[config.mk]
export PLATFORM = sky130hd
export DESIGN_NAME = hybrid_task_scheduler
export DESIGN_NICKNAME = d
export VERILOG_FILES = /design/src/rtl/hts_pkg.sv /design/src/rtl/hts_slot_upd.sv /design/src/rtl/hybrid_task_scheduler.sv
export SDC_FILE = /design/constraint.sdc
export NUM_CORES = 1
export LEC_CHECK = 0
export BUFFER_PORTS_ARGS = -buffer_cell sky130_fd_sc_hd__buf_2
export CORE_ASPECT_RATIO = 1.4
export CORE_UTILIZATION = 35
export DETAILED_ROUTE_END_ITERATION = 16
export GPL_TIMING_DRIVEN = 0
export PLACE_DENSITY = 0.47
export SETUP_SLACK_MARGIN = 0.1
export SYNTH_ARGS = -nofsm -noshare
export SYNTH_HDL_FRONTEND = slang
export SYNTH_HIERARCHICAL = 1
export SYNTH_SLANG_ARGS = --single-unit
[constraint.sdc]
create_clock -name clk -period 17.1 [get_ports clk]
set_input_delay 1.71 -clock clk [delete_from_list [all_inputs] [get_ports clk]]
set_output_delay 1.71 -clock clk [all_outputs]
set_load 0.005 [all_outputs]
[src/rtl/hts_pkg.sv]
package hts_pkg;

  localparam int unsigned NUM_SLOTS_DEF = 8;
  localparam int unsigned MAX_RESULTS   = 8;
  localparam int unsigned CNT_W         = $clog2(MAX_RESULTS + 1);

  localparam logic [1:0] FUNC_TICK     = 2'd0;
  localparam logic [1:0] FUNC_DISPATCH = 2'd1;
  localparam logic [1:0] FUNC_ADD      = 2'd2;
  localparam logic [1:0] FUNC_DELETE   = 2'd3;

  localparam logic [1:0] KIND_PRE  = 2'd0;
  localparam logic [1:0] KIND_COOP = 2'd1;
  localparam logic [1:0] KIND_ADD  = 2'd2;
  localparam logic [1:0] KIND_DEL  = 2'd3;

  localparam logic [1:0] STAT_OK    = 2'd0;
  localparam logic [1:0] STAT_EMPTY = 2'd1;
  localparam logic [1:0] STAT_FULL  = 2'd2;

  typedef struct packed {
    logic [1:0]  func;
    logic [2:0]  slot_index;
    logic [7:0]  task_code;
    logic [15:0] first_delay;
    logic [15:0] repeat_period;
    logic        cooperative;
  } in_item_t;

  typedef struct packed {
    logic [1:0] result_kind;
    logic [3:0] result_slot;
    logic [7:0] result_task;
    logic [1:0] status;
    logic       last_of_run;
  } out_item_t;

  // One entry of the slot table memory. Occupancy is kept in flops outside.
  typedef struct packed {
    logic [7:0]  tcode;
    logic [15:0] delay;
    logic [15:0] period;
    logic        coop;
    logic [7:0]  pend_cnt;
  } slot_ent_t;

  typedef struct packed {
    logic wr;
    logic clr_valid;
    logic emit;
  } upd_t;

  typedef enum logic [1:0] {
    ST_IDLE,
    ST_WALK,
    ST_ADD,
    ST_FLUSH
  } sched_state_t;

endpackage

[src/rtl/hts_slot_upd.sv]
module hts_slot_upd (
  input  logic              is_tick,
  input  logic              vld,
  input  hts_pkg::slot_ent_t ent,
  output hts_pkg::slot_ent_t ent_nxt,
  output hts_pkg::upd_t     upd
);
  import hts_pkg::*;

  always_comb begin
    ent_nxt = ent;
    upd     = '0;
    if (vld) begin
      if (is_tick) begin
        upd.wr = 1'b1;
        if (ent.delay != 16'd0) begin
          ent_nxt.delay = ent.delay - 16'd1;
        end else begin
          if (ent.coop) begin
            if (ent.pend_cnt != 8'hFF) begin
              ent_nxt.pend_cnt = ent.pend_cnt + 8'd1;
            end
          end else begin
            upd.emit = 1'b1;
            upd.clr_valid = (ent.period == 16'd0);
          end
          if (ent.period != 16'd0) begin
            ent_nxt.delay = ent.period;
          end
        end
      end else if (ent.coop && (ent.pend_cnt != 8'd0)) begin
        upd.wr           = 1'b1;
        upd.emit         = 1'b1;
        upd.clr_valid    = (ent.period == 16'd0);
        ent_nxt.pend_cnt = ent.pend_cnt - 8'd1;
      end
    end
  end

endmodule

[src/rtl/hybrid_task_scheduler.sv]
// Channel | Ports                        | Word
// input   | in_valid, in_ready, in_data  | in_item_t: one command
// result  | out_valid, out_ready, out_data | out_item_t: one result
//
// Tick and dispatch walk the slot table through a read port and a write port,
// one slot per cycle while a full output register does not hold the walk.
// Add scans the occupancy flops, one slot per cycle; delete goes straight from idle
// to the flush step. A new command is taken once the previous one is done.
// rst_n is synchronous; the table starts empty, no clearing pass is needed.
// A full output register holds the walk until the result word is taken.
module hybrid_task_scheduler #(
  parameter int unsigned NUM_SLOTS = hts_pkg::NUM_SLOTS_DEF
) (
  input  logic               clk,
  input  logic               rst_n,
  input  logic               in_valid,
  output logic               in_ready,
  input  hts_pkg::in_item_t  in_data,
  output logic               out_valid,
  input  logic               out_ready,
  output hts_pkg::out_item_t out_data
);
  import hts_pkg::*;

  localparam int unsigned IW = (NUM_SLOTS > 1) ? $clog2(NUM_SLOTS) : 1;
  localparam logic [IW-1:0] LAST_IDX = IW'(NUM_SLOTS - 1);

  sched_state_t state_r, state_nxt;

  logic [NUM_SLOTS-1:0] valid_r, valid_nxt;
  in_item_t             cmd_r, cmd_nxt;
  logic [IW-1:0]        rd_idx_r, rd_idx_nxt;
  logic                 rd_done_r, rd_done_nxt;
  logic                 s1_v_r, s1_v_nxt;
  logic [IW-1:0]        s1_idx_r, s1_idx_nxt;
  logic [CNT_W-1:0]     cnt_r, cnt_nxt;
  out_item_t            pend_r, pend_nxt;
  logic                 pend_v_r, pend_v_nxt;
  out_item_t            out_data_r, out_data_nxt;
  logic                 out_vld_r, out_vld_nxt;

  slot_ent_t            mem [NUM_SLOTS];
  slot_ent_t            rdata_r;
  logic                 mem_we, mem_re;
  logic [IW-1:0]        mem_waddr;
  slot_ent_t            mem_wdata;

  slot_ent_t            upd_ent;
  upd_t                 upd;
  logic                 advance;
  logic                 out_load;
  out_item_t            out_load_data;

  hts_slot_upd u_upd (
    .is_tick (cmd_r.func == FUNC_TICK),
    .vld     (valid_r[s1_idx_r]),
    .ent     (rdata_r),
    .ent_nxt (upd_ent),
    .upd     (upd)
  );

  assign advance   = !(out_vld_r && !out_ready);
  assign in_ready  = (state_r == ST_IDLE);
  assign out_valid = out_vld_r;
  assign out_data  = out_data_r;

  always_ff @(posedge clk) begin
    if (mem_we) begin
      mem[mem_waddr] <= mem_wdata;
    end
    if (mem_re) begin
      rdata_r <= mem[rd_idx_r];
    end
  end

  always_comb begin
    state_nxt = state_r;
    unique case (state_r)
      ST_IDLE: begin
        if (in_valid) begin
          unique case (in_data.func)
            FUNC_ADD:    state_nxt = ST_ADD;
            FUNC_DELETE: state_nxt = ST_FLUSH;
            default:     state_nxt = ST_WALK;
          endcase
        end
      end
      ST_WALK: begin
        if (advance && rd_done_r) begin
          state_nxt = ST_FLUSH;
        end
      end
      ST_ADD: begin
        if (!valid_r[rd_idx_r] || (rd_idx_r == LAST_IDX)) begin
          state_nxt = ST_FLUSH;
        end
      end
      ST_FLUSH: begin
        if (!pend_v_r || advance) begin
          state_nxt = ST_IDLE;
        end
      end
      default: state_nxt = ST_IDLE;
    endcase
  end

  always_comb begin
    valid_nxt     = valid_r;
    cmd_nxt       = cmd_r;
    rd_idx_nxt    = rd_idx_r;
    rd_done_nxt   = rd_done_r;
    s1_v_nxt      = s1_v_r;
    s1_idx_nxt    = s1_idx_r;
    cnt_nxt       = cnt_r;
    pend_nxt      = pend_r;
    pend_v_nxt    = pend_v_r;
    mem_we        = 1'b0;
    mem_re        = 1'b0;
    mem_waddr     = s1_idx_r;
    mem_wdata     = upd_ent;
    out_load      = 1'b0;
    out_load_data = pend_r;

    unique case (state_r)
      ST_IDLE: begin
        if (in_valid) begin
          cmd_nxt     = in_data;
          cnt_nxt     = '0;
          rd_idx_nxt  = '0;
          rd_done_nxt = 1'b0;
          s1_v_nxt    = 1'b0;
          if (in_data.func == FUNC_DELETE) begin
            pend_nxt.result_kind = KIND_DEL;
            pend_nxt.result_slot = 4'(in_data.slot_index);
            pend_nxt.result_task = 8'd0;
            pend_nxt.last_of_run = 1'b0;
            pend_nxt.status      = STAT_EMPTY;
            if (int'(in_data.slot_index) < NUM_SLOTS) begin
              if (valid_r[IW'(in_data.slot_index)]) begin
                pend_nxt.status = STAT_OK;
              end
              valid_nxt[IW'(in_data.slot_index)] = 1'b0;
            end
            pend_v_nxt = 1'b1;
          end
        end
      end
      ST_WALK: begin
        if (advance) begin
          if (s1_v_r) begin
            mem_we = upd.wr;
            if (upd.clr_valid) begin
              valid_nxt[s1_idx_r] = 1'b0;
            end
            // Results past the cap are dropped; the slot state still updates.
            if (upd.emit && (cnt_r < CNT_W'(MAX_RESULTS))) begin
              cnt_nxt              = cnt_r + CNT_W'(1);
              pend_nxt.result_kind = (cmd_r.func == FUNC_TICK) ? KIND_PRE : KIND_COOP;
              pend_nxt.result_slot = 4'(s1_idx_r);
              pend_nxt.result_task = rdata_r.tcode;
              pend_nxt.status      = STAT_OK;
              pend_nxt.last_of_run = 1'b0;
              pend_v_nxt           = 1'b1;
              // The held word is known not to be the last one, so it goes out now.
              out_load = pend_v_r;
            end
          end
          if (!rd_done_r) begin
            mem_re      = 1'b1;
            s1_v_nxt    = 1'b1;
            s1_idx_nxt  = rd_idx_r;
            rd_done_nxt = (rd_idx_r == LAST_IDX);
            rd_idx_nxt  = rd_idx_r + IW'(1);
          end else begin
            s1_v_nxt = 1'b0;
          end
        end
      end
      ST_ADD: begin
        mem_waddr        = rd_idx_r;
        mem_wdata.tcode  = cmd_r.task_code;
        mem_wdata.delay  = cmd_r.first_delay;
        mem_wdata.period = cmd_r.repeat_period;
        mem_wdata.coop   = cmd_r.cooperative;
        mem_wdata.pend_cnt = 8'd0;
        pend_nxt.result_kind = KIND_ADD;
        pend_nxt.result_task = 8'd0;
        pend_nxt.last_of_run = 1'b0;
        if (!valid_r[rd_idx_r]) begin
          mem_we               = 1'b1;
          valid_nxt[rd_idx_r]  = 1'b1;
          pend_nxt.result_slot = 4'(rd_idx_r);
          pend_nxt.status      = STAT_OK;
          pend_v_nxt           = 1'b1;
        end else if (rd_idx_r == LAST_IDX) begin
          pend_nxt.result_slot = 4'(NUM_SLOTS);
          pend_nxt.status      = STAT_FULL;
          pend_v_nxt           = 1'b1;
        end else begin
          rd_idx_nxt = rd_idx_r + IW'(1);
        end
      end
      ST_FLUSH: begin
        if (advance && pend_v_r) begin
          out_load                  = 1'b1;
          out_load_data.last_of_run = 1'b1;
          pend_v_nxt                = 1'b0;
        end
      end
      default: begin
      end
    endcase
  end

  always_comb begin
    out_data_nxt = out_data_r;
    out_vld_nxt  = out_vld_r && !out_ready;
    if (out_load) begin
      out_data_nxt = out_load_data;
      out_vld_nxt  = 1'b1;
    end
  end

  always_ff @(posedge clk) begin
    if (!rst_n) begin
      state_r   <= ST_IDLE;
      valid_r   <= '0;
      rd_idx_r  <= '0;
      rd_done_r <= 1'b0;
      s1_v_r    <= 1'b0;
      cnt_r     <= '0;
      pend_v_r  <= 1'b0;
      out_vld_r <= 1'b0;
    end else begin
      state_r   <= state_nxt;
      valid_r   <= valid_nxt;
      rd_idx_r  <= rd_idx_nxt;
      rd_done_r <= rd_done_nxt;
      s1_v_r    <= s1_v_nxt;
      cnt_r     <= cnt_nxt;
      pend_v_r  <= pend_v_nxt;
      out_vld_r <= out_vld_nxt;
    end
  end

  always_ff @(posedge clk) begin
    cmd_r      <= cmd_nxt;
    s1_idx_r   <= s1_idx_nxt;
    pend_r     <= pend_nxt;
    out_data_r <= out_data_nxt;
  end

`ifndef NO_ASSERTIONS
  a_accept_clean: assert property (@(posedge clk) disable iff (!rst_n)
    (in_valid && in_ready) |-> (!pend_v_r && !s1_v_r))
    else $error("command accepted while a result or slot was still in flight");

  a_cnt_cap: assert property (@(posedge clk) disable iff (!rst_n)
    cnt_r <= CNT_W'(MAX_RESULTS))
    else $error("result count exceeded the cap");

  a_last_from_flush: assert property (@(posedge clk) disable iff (!rst_n)
    (out_load && out_load_data.last_of_run) |-> (state_r == ST_FLUSH))
    else $error("final result word loaded outside the flush step");

  a_walk_no_read_in_idle: assert property (@(posedge clk) disable iff (!rst_n)
    (state_r == ST_IDLE) |-> (!mem_we && !mem_re))
    else $error("slot table accessed while idle");
`endif

endmodule
==> metrics.txt, run 1 <==
# TYPE chip_impl_metric gauge
chip_impl_metric{name="post_cts_buffers",unit=""} 0
chip_impl_metric{name="drc",unit=""} 0
chip_impl_metric{name="min_path_cells",unit=""} 0
chip_impl_info{name="hp-class",value="reg2reg"} 1
chip_impl_metric{name="num-fill-cells",unit=""} 5780
chip_impl_info{name="top_ff_cell_synth",value="edfxtp_1"} 1
chip_impl_metric{name="cts_num_sinks",unit=""} 539
chip_impl_metric{name="routed_wl",unit="mm"} 67.93
chip_impl_metric{name="placed_area",unit="µm²"} 24630
chip_impl_metric{name="grt_start_max_net_pins",unit=""} 25
chip_impl_metric{name="final-seq-area",unit="µm²"} 15980
chip_impl_metric{name="initial_utilization",unit=""} 0.3548
chip_impl_metric{name="postSynthNetCount",unit=""} 1491
chip_impl_info{name="setup_repair_after_global_routing_missed_its_margin",value="false"} 1
chip_impl_info{name="critical_path.slowest_cell",value="buf_1"} 1
chip_impl_info{name="outcome",value="completed"} 1
chip_impl_info{name="cell_by_cell_listing_of_the_critical_path",value="inv_1, ha_1, clkbuf_1, buf_2, buf_1, a21oi_1, nor3_2, buf_6, buf_6, buf_6, buf_6"} 1
chip_impl_metric{name="clkPwrFrac",unit=""} 0.312
chip_impl_metric{name="internal_power",unit="µW"} 2760
chip_impl_metric{name="critical_path.max_stage_delay",unit="ps"} 1020
chip_impl_metric{name="die_extent_in_y",unit="µm"} 302.0
chip_impl_metric{name="timing_hold_violations_final",unit=""} 0
chip_impl_metric{name="worst_clock_skew",unit="ps"} 36.82
chip_impl_metric{name="ctsLongestPathBuffers",unit=""} 3
chip_impl_metric{name="core_area",unit="µm²"} 63420
chip_impl_metric{name="worst_pin_slew",unit="ps"} 1342
chip_impl_metric{name="grt_pass1_wl",unit="mm"} 97.64
chip_impl_metric{name="worstSkewPairLatency",unit="ps"} 620
chip_impl_info{name="critPathKind",value="reg2reg"} 1
chip_impl_metric{name="cp_data_required_time",unit="ps"} 17420
chip_impl_metric{name="fp.dieArea",unit="µm²"} 65320
chip_impl_metric{name="crit_arrival",unit="ps"} 5050
chip_impl_info{name="timing.critical_path.from_type",value="register"} 1
chip_impl_info{name="min_from",value="out_load_data[7]"} 1
chip_impl_metric{name="detailedRoute.firstIterationViolations",unit=""} 1078
chip_impl_metric{name="area_growth",unit="%"} 17.59
chip_impl_metric{name="yosysWarnings",unit=""} 6
chip_impl_info{name="sink_of_the_worst_hold_path",value="out_data[7]"} 1
chip_impl_metric{name="cts-resized-gates",unit=""} 0
chip_impl_metric{name="worst-r2r-setup-slack",unit="ps"} 12370
chip_impl_metric{name="worst_setup_hold_path_clk_slew",unit="ps"} 60
chip_impl_metric{name="ys_async_rst_share",unit=""} 0
chip_impl_metric{name="max_cap_violations",unit=""} 0
chip_impl_metric{name="rr_worst_depth",unit=""} 11
chip_impl_metric{name="antenna-diode-count",unit=""} 0
chip_impl_metric{name="place_hpwl",unit="mm"} 48.58
chip_impl_metric{name="synth_cell_type_count",unit=""} 77
chip_impl_info{name="crit_path_end_kind",value="register"} 1
chip_impl_metric{name="switching_share",unit=""} 0.3046
chip_impl_metric{name="detail_route.first_pass.iterations",unit=""} 5
chip_impl_metric{name="pin_count",unit=""} 69
chip_impl_metric{name="slew-limit-headroom",unit=""} 0.1052
chip_impl_metric{name="final.setup.tns",unit="ps"} 0
chip_impl_metric{name="cts-htree-levels",unit=""} 2
chip_impl_info{name="synth_top_area_cell",value="edfxtp_1"} 1
chip_impl_metric{name="buffer_ports.inserted",unit=""} 64
chip_impl_metric{name="finalCritPeriodShare",unit=""} 0.2766
chip_impl_metric{name="floorplan.die.width",unit="µm"} 216.3
chip_impl_info{name="cts_tree",value="yes"} 1
chip_impl_metric{name="fmax",unit="GHz"} 0.2114
chip_impl_metric{name="tritoncts.num_buffers",unit=""} 52
chip_impl_metric{name="pwr_density_cell",unit="nW/µm²"} 150.0
chip_impl_info{name="worstReg2RegStart",value="state_r[0]"} 1
chip_impl_metric{name="globalRoute.totalOverflow",unit=""} 0
chip_impl_metric{name="layout.nets",unit=""} 1671
chip_impl_info{name="worst_path_most_repeated_cell",value="buf_6"} 1
chip_impl_info{name="most_used_standard_cells_in_the_synthesized_netlist",value="518 x edfxtp_1, 88 x mux2_2, 84 x nor2_1, 77 x nand2_1, 63 x o21ai_0"} 1
chip_impl_metric{name="num_vias",unit=""} 13400
chip_impl_metric{name="ir_worst_vdd",unit="V"} 0.00009522
chip_impl_metric{name="routed_wire_length_per_instance",unit="µm"} 27.39
chip_impl_metric{name="power.share.combinational",unit=""} 0.230
chip_impl_metric{name="sequentialPowerShare",unit=""} 0.458
chip_impl_info{name="post_synth_main_area_contributors",value="edfxtp_1 69%, mux2_2 4.4%, mux4_2 3.2%"} 1
chip_impl_metric{name="postCtsHoldBufs",unit=""} 0
chip_impl_metric{name="min_period",unit="ps"} 4730
chip_impl_info{name="yosysMostFrequentCell",value="edfxtp_1"} 1
chip_impl_metric{name="setup_violations",unit=""} 0
chip_impl_metric{name="first_global_vias",unit=""} 13827
chip_impl_metric{name="synth_seq_cells",unit=""} 539
chip_impl_metric{name="synth.top_cell.area_share",unit=""} 0.6913
chip_impl_metric{name="fraction_of_layout_cells_with_a_size_suffix_above_1",unit=""} 0.2591
chip_impl_metric{name="route.antenna.remaining_nets",unit=""} 0
chip_impl_metric{name="route.detailed.vias_per_inst",unit=""} 5.403
chip_impl_info{name="critical_path.reg2reg.endpoint",value="mem[1][39]"} 1
chip_impl_metric{name="synth_enable_flop_cells",unit=""} 518
chip_impl_metric{name="multi_input_gate_area_in_the_final_layout",unit="µm²"} 5883
chip_impl_metric{name="track_usage",unit=""} 0.2089
chip_impl_metric{name="p_sw",unit="µW"} 1209
chip_impl_info{name="cts_root_buffer",value="clkbuf_16"} 1
chip_impl_metric{name="drv_slew",unit=""} 0
chip_impl_metric{name="syn_area_per_cell",unit="µm²"} 15.77
chip_impl_metric{name="critical_path.max_fanout",unit=""} 10
chip_impl_metric{name="fin_area",unit="µm²"} 26460
chip_impl_metric{name="placement_rows",unit=""} 109
chip_impl_metric{name="grt_antenna_before_repair",unit=""} 0
chip_impl_metric{name="synth_area",unit="µm²"} 22500
chip_impl_info{name="setup.worst_path.start",value="state_r[0]"} 1
chip_impl_metric{name="synth_seq_area_share",unit=""} 0.7100
chip_impl_metric{name="p_leak",unit="µW"} 0.008630
chip_impl_metric{name="gp_congestion",unit=""} 0.8799
chip_impl_metric{name="synthesis.instances",unit=""} 1427
## kinds of logic (layout without fill, tap and decap cells)
logic type,count (synthesis),after routing,synth area share
flip-flops,539,539,0.7100
AND/OR/NAND/NOR,302,302,0.06951
AO/OA/AOI/OAI,256,256,0.07763
multiplexers,180,180,0.1028
buffers and inverters,132,353,0.03080
adder cells (fa/ha/maj),14,14,0.007785
XOR/XNOR,4,4,0.001557
## power groups by stage
stage,sequential (µW),combinational [µW],clock [µW]
detailed placement,1850,922,0
global route,1830,983,1310
finish,1820,912,1240
CTS,1820,926,1270
global placement,1880,856,0
floorplan,1810,537,0
## critical path: cells and delay by family, from the launching register on
family	cells	cell delay (ps)
AOI/OAI and AO/OA	1	280
buffers and inverters	8	2730
and+or+nand+nor	1	880
adders and majority gates	1	140
DFF	1	370
## cells in the final DEF, fill, tap and decap left out, types with 6 or more instances in the layout
| cell type | instances |
|---|---|
| a21oi_1 | 53 |
| and3_1 | 12 |
| nor3_1 | 14 |
| nand2b_1 | 8 |
| o221ai_1 | 14 |
| mux2_2 | 88 |
| bufinv_16 | 11 |
| ha_1 | 14 |
| dfxtp_1 | 21 |
| nor3_2 | 10 |
| nor2_1 | 84 |
| nand3_1 | 15 |
| clkbuf_1 | 42 |
| nand2_1 | 77 |
| buf_2 | 95 |
| o21ai_0 | 63 |
| a221o_1 | 12 |
| a22o_1 | 7 |
| clkinv_2 | 12 |
| clkbuf_16 | 52 |
| inv_1 | 16 |
| edfxtp_1 | 518 |
| nor3b_1 | 6 |
| o22ai_1 | 8 |
| mux4_2 | 32 |
| buf_8 | 6 |
| nor2b_1 | 19 |
| mux2i_1 | 60 |
| nand4_1 | 8 |
| a22oi_1 | 28 |
| buf_6 | 57 |
| clkinv_1 | 10 |
| nor4_1 | 13 |
| buf_4 | 35 |
| a221oi_1 | 14 |
| a31oi_1 | 8 |
## layout make-up
cell class / instances / share of cell area
inverters: 18 / 0.002553
well taps: 832 / 0.03934
clock inverters: 41 / 0.01953
repair buffers: 126 / 0.03939
plain buffers: 114 / 0.02364
multi-input cells: 756 / 0.2223
flip-flops and latches: 539 / 0.6037
clock buffers: 54 / 0.04946
## layer usage
layer	wire (µm)	global-route usage	up-vias	share of wire
met2	34540	0.3697	402	0.51
met1	28230	0.2607	6931	0.42
met3	2803	0.02705	104	0.041
li1	-	-	5963	-
met5	0	0	-	0
met4	2354	0.07596	0	0.035
## flip-flops by register name (all words and copies together), names as in the netlist, 2 cells and up
signal / count
mem: 392
rdata_r: 49
cmd_r: 43
out_data: 16
out_load_data: 15
valid_r: 8
cnt_r: 4
rd_idx_r: 3
s1_idx_r: 3
state_r: 2
## per-stage QoR
stage	power (µW)	hold slack, ps	cells	worst slack, ps	utilization
2_1_floorplan	2350	400.3	1427	11140	-
3_3_place_gp	2732	401.9	2323	5516	0.3763
3_5_place_dp	2770	406.6	2385	12360	0.3885
4_1_cts	4013	420.9	2480	12340	0.4172
5_1_grt	4119	425.3	2480	12180	0.4172
6_report	3969	419.2	2480	12370	0.4172
## how the worst max path moves through the flow
stage | cells after the start | slack [ps] | to
CTS | 11 | 12340 | mem[1][39]
floorplan | 4 | 11140 | mem[4][0]
global route | 11 | 12180 | mem[1][38]
global placement | 7 | 5520 | mem[1][16]
finish | 11 | 12370 | mem[1][39]
detailed placement | 11 | 12360 | mem[1][39]
Note: power is estimated with default switching activity, not from simulation.
==> run 2: changes to the inputs <==
--- a/config.mk
+++ b/config.mk
@@ -5,12 +5,13 @@
 export SDC_FILE = /design/constraint.sdc
 export NUM_CORES = 1
 export LEC_CHECK = 0
+export ABC_AREA = 1
 export BUFFER_PORTS_ARGS = -buffer_cell sky130_fd_sc_hd__buf_2
 export CORE_ASPECT_RATIO = 1.4
 export CORE_UTILIZATION = 35
 export DETAILED_ROUTE_END_ITERATION = 16
 export GPL_TIMING_DRIVEN = 0
-export PLACE_DENSITY = 0.47
+export PLACE_DENSITY = 0.49
 export SETUP_SLACK_MARGIN = 0.1
 export SYNTH_ARGS = -nofsm -noshare
 export SYNTH_HDL_FRONTEND = slang
==> constraint.sdc (replaced) <==
create_clock -name clk -period 4 [get_ports clk]
set_input_delay 0.4 -clock clk [delete_from_list [all_inputs] [get_ports clk]]
set_output_delay 0.4 -clock clk [all_outputs]
set_load 0.005 [all_outputs]
==> metrics.txt, run 2 <==
# TYPE chip_impl_metric gauge
chip_impl_info{name="crit_path_end_kind",value="register"} 1
chip_impl_metric{name="die_extent_in_y",unit="µm"} 300.7
chip_impl_metric{name="grt.met3_usage",unit=""} 0.02657
chip_impl_metric{name="grt_start_max_net_pins",unit=""} 28
chip_impl_metric{name="p_leak",unit="µW"} 0.009417
chip_impl_info{name="reg_top3",value="mem: 392 flops, rdata_r: 49 flops, cmd_r: 43 flops"} 1
chip_impl_metric{name="placed_area",unit="µm²"} 24160
chip_impl_info{name="cts_tree",value="yes"} 1
chip_impl_info{name="setup_repair_after_global_routing_missed_its_margin",value="false"} 1
chip_impl_info{name="outcome",value="completed"} 1
chip_impl_metric{name="pin_count",unit=""} 69
chip_impl_metric{name="sequentialPowerShare",unit=""} 0.431
chip_impl_metric{name="antenna-diode-count",unit=""} 0
chip_impl_info{name="cts_root_buffer",value="clkbuf_16"} 1
chip_impl_info{name="synth_top_area_cell",value="edfxtp_1"} 1
chip_impl_info{name="largest_register",value="mem"} 1
chip_impl_metric{name="floorplan.die.width",unit="µm"} 215.4
chip_impl_metric{name="largest_reg_flops",unit=""} 392
chip_impl_metric{name="switching_share",unit=""} 0.3641
chip_impl_metric{name="grt_antenna_before_repair",unit=""} 1
chip_impl_metric{name="ctsLongestPathBuffers",unit=""} 3
chip_impl_metric{name="max_cap_violations",unit=""} 0
chip_impl_metric{name="cts_num_sinks",unit=""} 539
chip_impl_metric{name="synthesis.instances",unit=""} 1827
chip_impl_metric{name="critical_path.max_fanout",unit=""} 20
chip_impl_metric{name="worst_clock_skew",unit="ps"} 28.34
chip_impl_metric{name="crit_arrival",unit="ps"} 4070
chip_impl_metric{name="power.share.combinational",unit=""} 0.307
chip_impl_metric{name="layout.nets",unit=""} 2087
chip_impl_metric{name="finalCritPeriodShare",unit=""} 0.9429
chip_impl_metric{name="initial_utilization",unit=""} 0.3540
chip_impl_metric{name="core_area",unit="µm²"} 63010
chip_impl_info{name="most_used_standard_cells_in_the_synthesized_netlist",value="518 x edfxtp_1, 363 x nand2_1, 216 x nor2_1, 118 x inv_1, 78 x o21ai_0"} 1
chip_impl_metric{name="route.antenna.remaining_nets",unit=""} 0
chip_impl_metric{name="critical_path.max_stage_delay",unit="ps"} 420
chip_impl_metric{name="fin_total_pwr",unit="µW"} 19200
chip_impl_metric{name="place_inst",unit=""} 2748
chip_impl_metric{name="place_hpwl",unit="mm"} 47.52
chip_impl_metric{name="fin_area",unit="µm²"} 26400
chip_impl_metric{name="setup_violations",unit=""} 0
chip_impl_info{name="yosysMostFrequentCell",value="edfxtp_1"} 1
chip_impl_metric{name="clkPwrFrac",unit=""} 0.262
chip_impl_info{name="most-common-layout-cells",value="518 x edfxtp_1, 363 x nand2_1, 207 x nor2_1"} 1
chip_impl_metric{name="min_period",unit="ps"} 3772
chip_impl_metric{name="detailedRoute.firstIterationViolations",unit=""} 1386
chip_impl_info{name="post_synth_main_area_contributors",value="edfxtp_1 70%, nand2_1 6.1%, nor2_1 3.6%"} 1
chip_impl_metric{name="cts-htree-levels",unit=""} 2
chip_impl_metric{name="yosysWarnings",unit=""} 6
chip_impl_metric{name="synth_seq_area_share",unit=""} 0.7163
chip_impl_metric{name="drc",unit=""} 0
chip_impl_metric{name="synth_area",unit="µm²"} 22300
chip_impl_metric{name="first_global_vias",unit=""} 14784
chip_impl_metric{name="synth.top_cell.area_share",unit=""} 0.6974
chip_impl_metric{name="synth_cell_type_count",unit=""} 44
chip_impl_info{name="top_ff_cell_synth",value="edfxtp_1"} 1
chip_impl_metric{name="multi_input_gate_area_in_the_final_layout",unit="µm²"} 5329
chip_impl_info{name="critical_path.slowest_cell",value="edfxtp_1"} 1
chip_impl_info{name="critPathKind",value="reg2reg"} 1
chip_impl_metric{name="worstSkewPairLatency",unit="ps"} 620
chip_impl_metric{name="synth_seq_cells",unit=""} 539
chip_impl_info{name="hp-class",value="in2reg"} 1
chip_impl_metric{name="worst_setup_hold_path_clk_slew",unit="ps"} 60
chip_impl_metric{name="synth_enable_flop_cells",unit=""} 518
chip_impl_metric{name="cp_data_required_time",unit="ps"} 4290
chip_impl_metric{name="gr-usage-met1",unit=""} 0.2740
chip_impl_metric{name="globalRoute.totalOverflow",unit=""} 0
chip_impl_metric{name="preCtsSetupSlack",unit="ps"} -375.5
chip_impl_metric{name="routed_wl",unit="mm"} 71.61
chip_impl_metric{name="ir_worst_vdd",unit="V"} 0.0003965
chip_impl_metric{name="buffer_ports.inserted",unit=""} 68
chip_impl_metric{name="worst_pin_slew",unit="ps"} 1328
chip_impl_metric{name="ys_async_rst_share",unit=""} 0
chip_impl_metric{name="area_growth",unit="%"} 18.38
chip_impl_info{name="cell_by_cell_listing_of_the_critical_path",value="inv_1, nor2_1, o21ai_0, o2111ai_2, clkbuf_4, nand2_1, clkbuf_2, o21ai_2, nand4_1, a21oi_2, nand2_1, nor2_4, buf_12, buf_12"} 1
chip_impl_metric{name="num-fill-cells",unit=""} 5890
chip_impl_metric{name="syn_area_per_cell",unit="µm²"} 12.21
chip_impl_metric{name="fmax",unit="GHz"} 0.2651
chip_impl_metric{name="num_vias",unit=""} 15041
chip_impl_metric{name="postSynthNetCount",unit=""} 1891
chip_impl_info{name="timing.critical_path.from_type",value="register"} 1
chip_impl_metric{name="pwr_density_cell",unit="nW/µm²"} 727.2
chip_impl_metric{name="globalRouteMet2Util",unit=""} 0.3859
chip_impl_info{name="mostFrequentLayoutCell",value="edfxtp_1"} 1
chip_impl_metric{name="fraction_of_layout_cells_with_a_size_suffix_above_1",unit=""} 0.1554
chip_impl_metric{name="final-instance-count-excl-fill",unit=""} 2897
chip_impl_metric{name="final_critical_path_setup_slack",unit="ps"} 228.3
chip_impl_metric{name="grt_pass1_wl",unit="mm"} 103.2
chip_impl_metric{name="p_sw",unit="µW"} 6990
chip_impl_metric{name="gp_congestion",unit=""} 0.9255
chip_impl_metric{name="drv_slew",unit=""} 0
chip_impl_metric{name="internal_power",unit="µW"} 12210
chip_impl_metric{name="placement_rows",unit=""} 109
chip_impl_metric{name="fp.dieArea",unit="µm²"} 64750
chip_impl_metric{name="route.detailed.vias_per_inst",unit=""} 5.192
chip_impl_metric{name="tritoncts.num_buffers",unit=""} 53
chip_impl_metric{name="timing_hold_violations_final",unit=""} 0
chip_impl_metric{name="track_usage",unit=""} 0.2227
chip_impl_metric{name="slew-limit-headroom",unit=""} 0.1149
chip_impl_info{name="globalRoute.busiestLayer",value="met2"} 1
chip_impl_metric{name="detail_route.first_pass.iterations",unit=""} 5
chip_impl_metric{name="final-seq-area",unit="µm²"} 15980
chip_impl_metric{name="routed_wire_length_per_instance",unit="µm"} 24.72
==> run 2: cell count changes in the layout (fill, tap and decap cells not counted), moves of 21 or more <==
| cell | before | now |
|---|---|---|
| inv_1 | 16 | 117 |
| nand2_1 | 77 | 363 |
| nand3_1 | 15 | 71 |
| a221oi_1 | 14 | 41 |
| buf_6 | 57 | 3 |
| dlygate4sd3_1 | 0 | 43 |
| mux2_2 | 88 | 0 |
| a22oi_1 | 28 | 49 |
| mux4_2 | 32 | 0 |
| nand4_1 | 8 | 50 |
| nor2_1 | 84 | 207 |
| mux2i_1 | 60 | 0 |
==> run 2: what timing repair did <==
| item | 4_1_cts | 5_1_grt |
|---|---|---|
| pin swaps | 8 | 2 |
| hold buffers | 43 | 0 |
| buffers inserted | 9 | 0 |
| endpoints found under the hold margin | 43 | 0 |
| setup endpoints to repair | 325 | 82 |
| resized for setup | 1 | 4 |
==> run 2: stage by stage <==
stage	TNS (ps)	util	hold slack (ps)
after global placement	-1809630	0.3759	400.3
after global routing	0	0.4190	191.0
after floorplan	-161130	-	400.3
after CTS	0	0.4189	172.2
after detailed placement	-36870	0.3835	404.5
final	0	0.4190	199.0
==> run 2: cells by family (layout without fill, tap and decap cells) <==
logic type	after synthesis	in the layout	synth area share
flops	539	539	0.7163
xor+xnor	9	9	0.003534
compound gates	281	281	0.08151
buf+inv	239	477	0.04852
simple gates	745	745	0.1423
fa+ha+maj	14	14	0.007854
==> run 2: path summary, 6_finish.rpt <==
check	start	end	slack, ps	cells past startpoint
setup / recovery	s1_idx_r[1]	mem[4][37]	230	14
setup reg to reg	s1_idx_r[1]	mem[4][37]	230	14
hold / removal	rst_n	cnt_r[3]	200	3
hold reg to reg	out_load_data[13]	out_data[13]	420	0
==> run 2: final cells by class <==
type,count,area share
well taps,832,0.03943
flip-flops and latches,539,0.6051
clock inverters,38,0.01360
repair buffers,141,0.04701
inverters,138,0.01967
plain buffers,101,0.02151
multi-input cells,1049,0.2018
clock buffers,59,0.05189
==> run 2: worst max-delay path, delay by kind of cell (launching register included) <==
family / cells / cell delay, ps
buffers and inverters: 5 / 1080
and+or+nand+nor: 5 / 1010
AOI/OAI and AO/OA: 4 / 900
DFF: 1 / 420
==> run 2: power groups by stage <==
| stage | registers, µW | logic, µW | clock network, µW |
|---|---|---|---|
| 3_3_place_gp | 8480 | 5610 | 0 |
| 2_1_floorplan | 8230 | 3430 | 0 |
| 6_report | 8270 | 5900 | 5030 |
| 3_5_place_dp | 8390 | 5860 | 0 |
| 5_1_grt | 8320 | 6470 | 5330 |
| 4_1_cts | 8280 | 5920 | 5110 |
==> run 2: metal layers <==
| metal | up-vias | wire length [µm] | part of all wire |
|---|---|---|---|
| met1 | 7502 | 28870 | 0.40 |
| met5 | - | 0 | 0 |
| li1 | 6895 | - | - |
| met3 | 145 | 3204 | 0.045 |
| met4 | 0 | 3818 | 0.053 |
| met2 | 499 | 35710 | 0.50 |
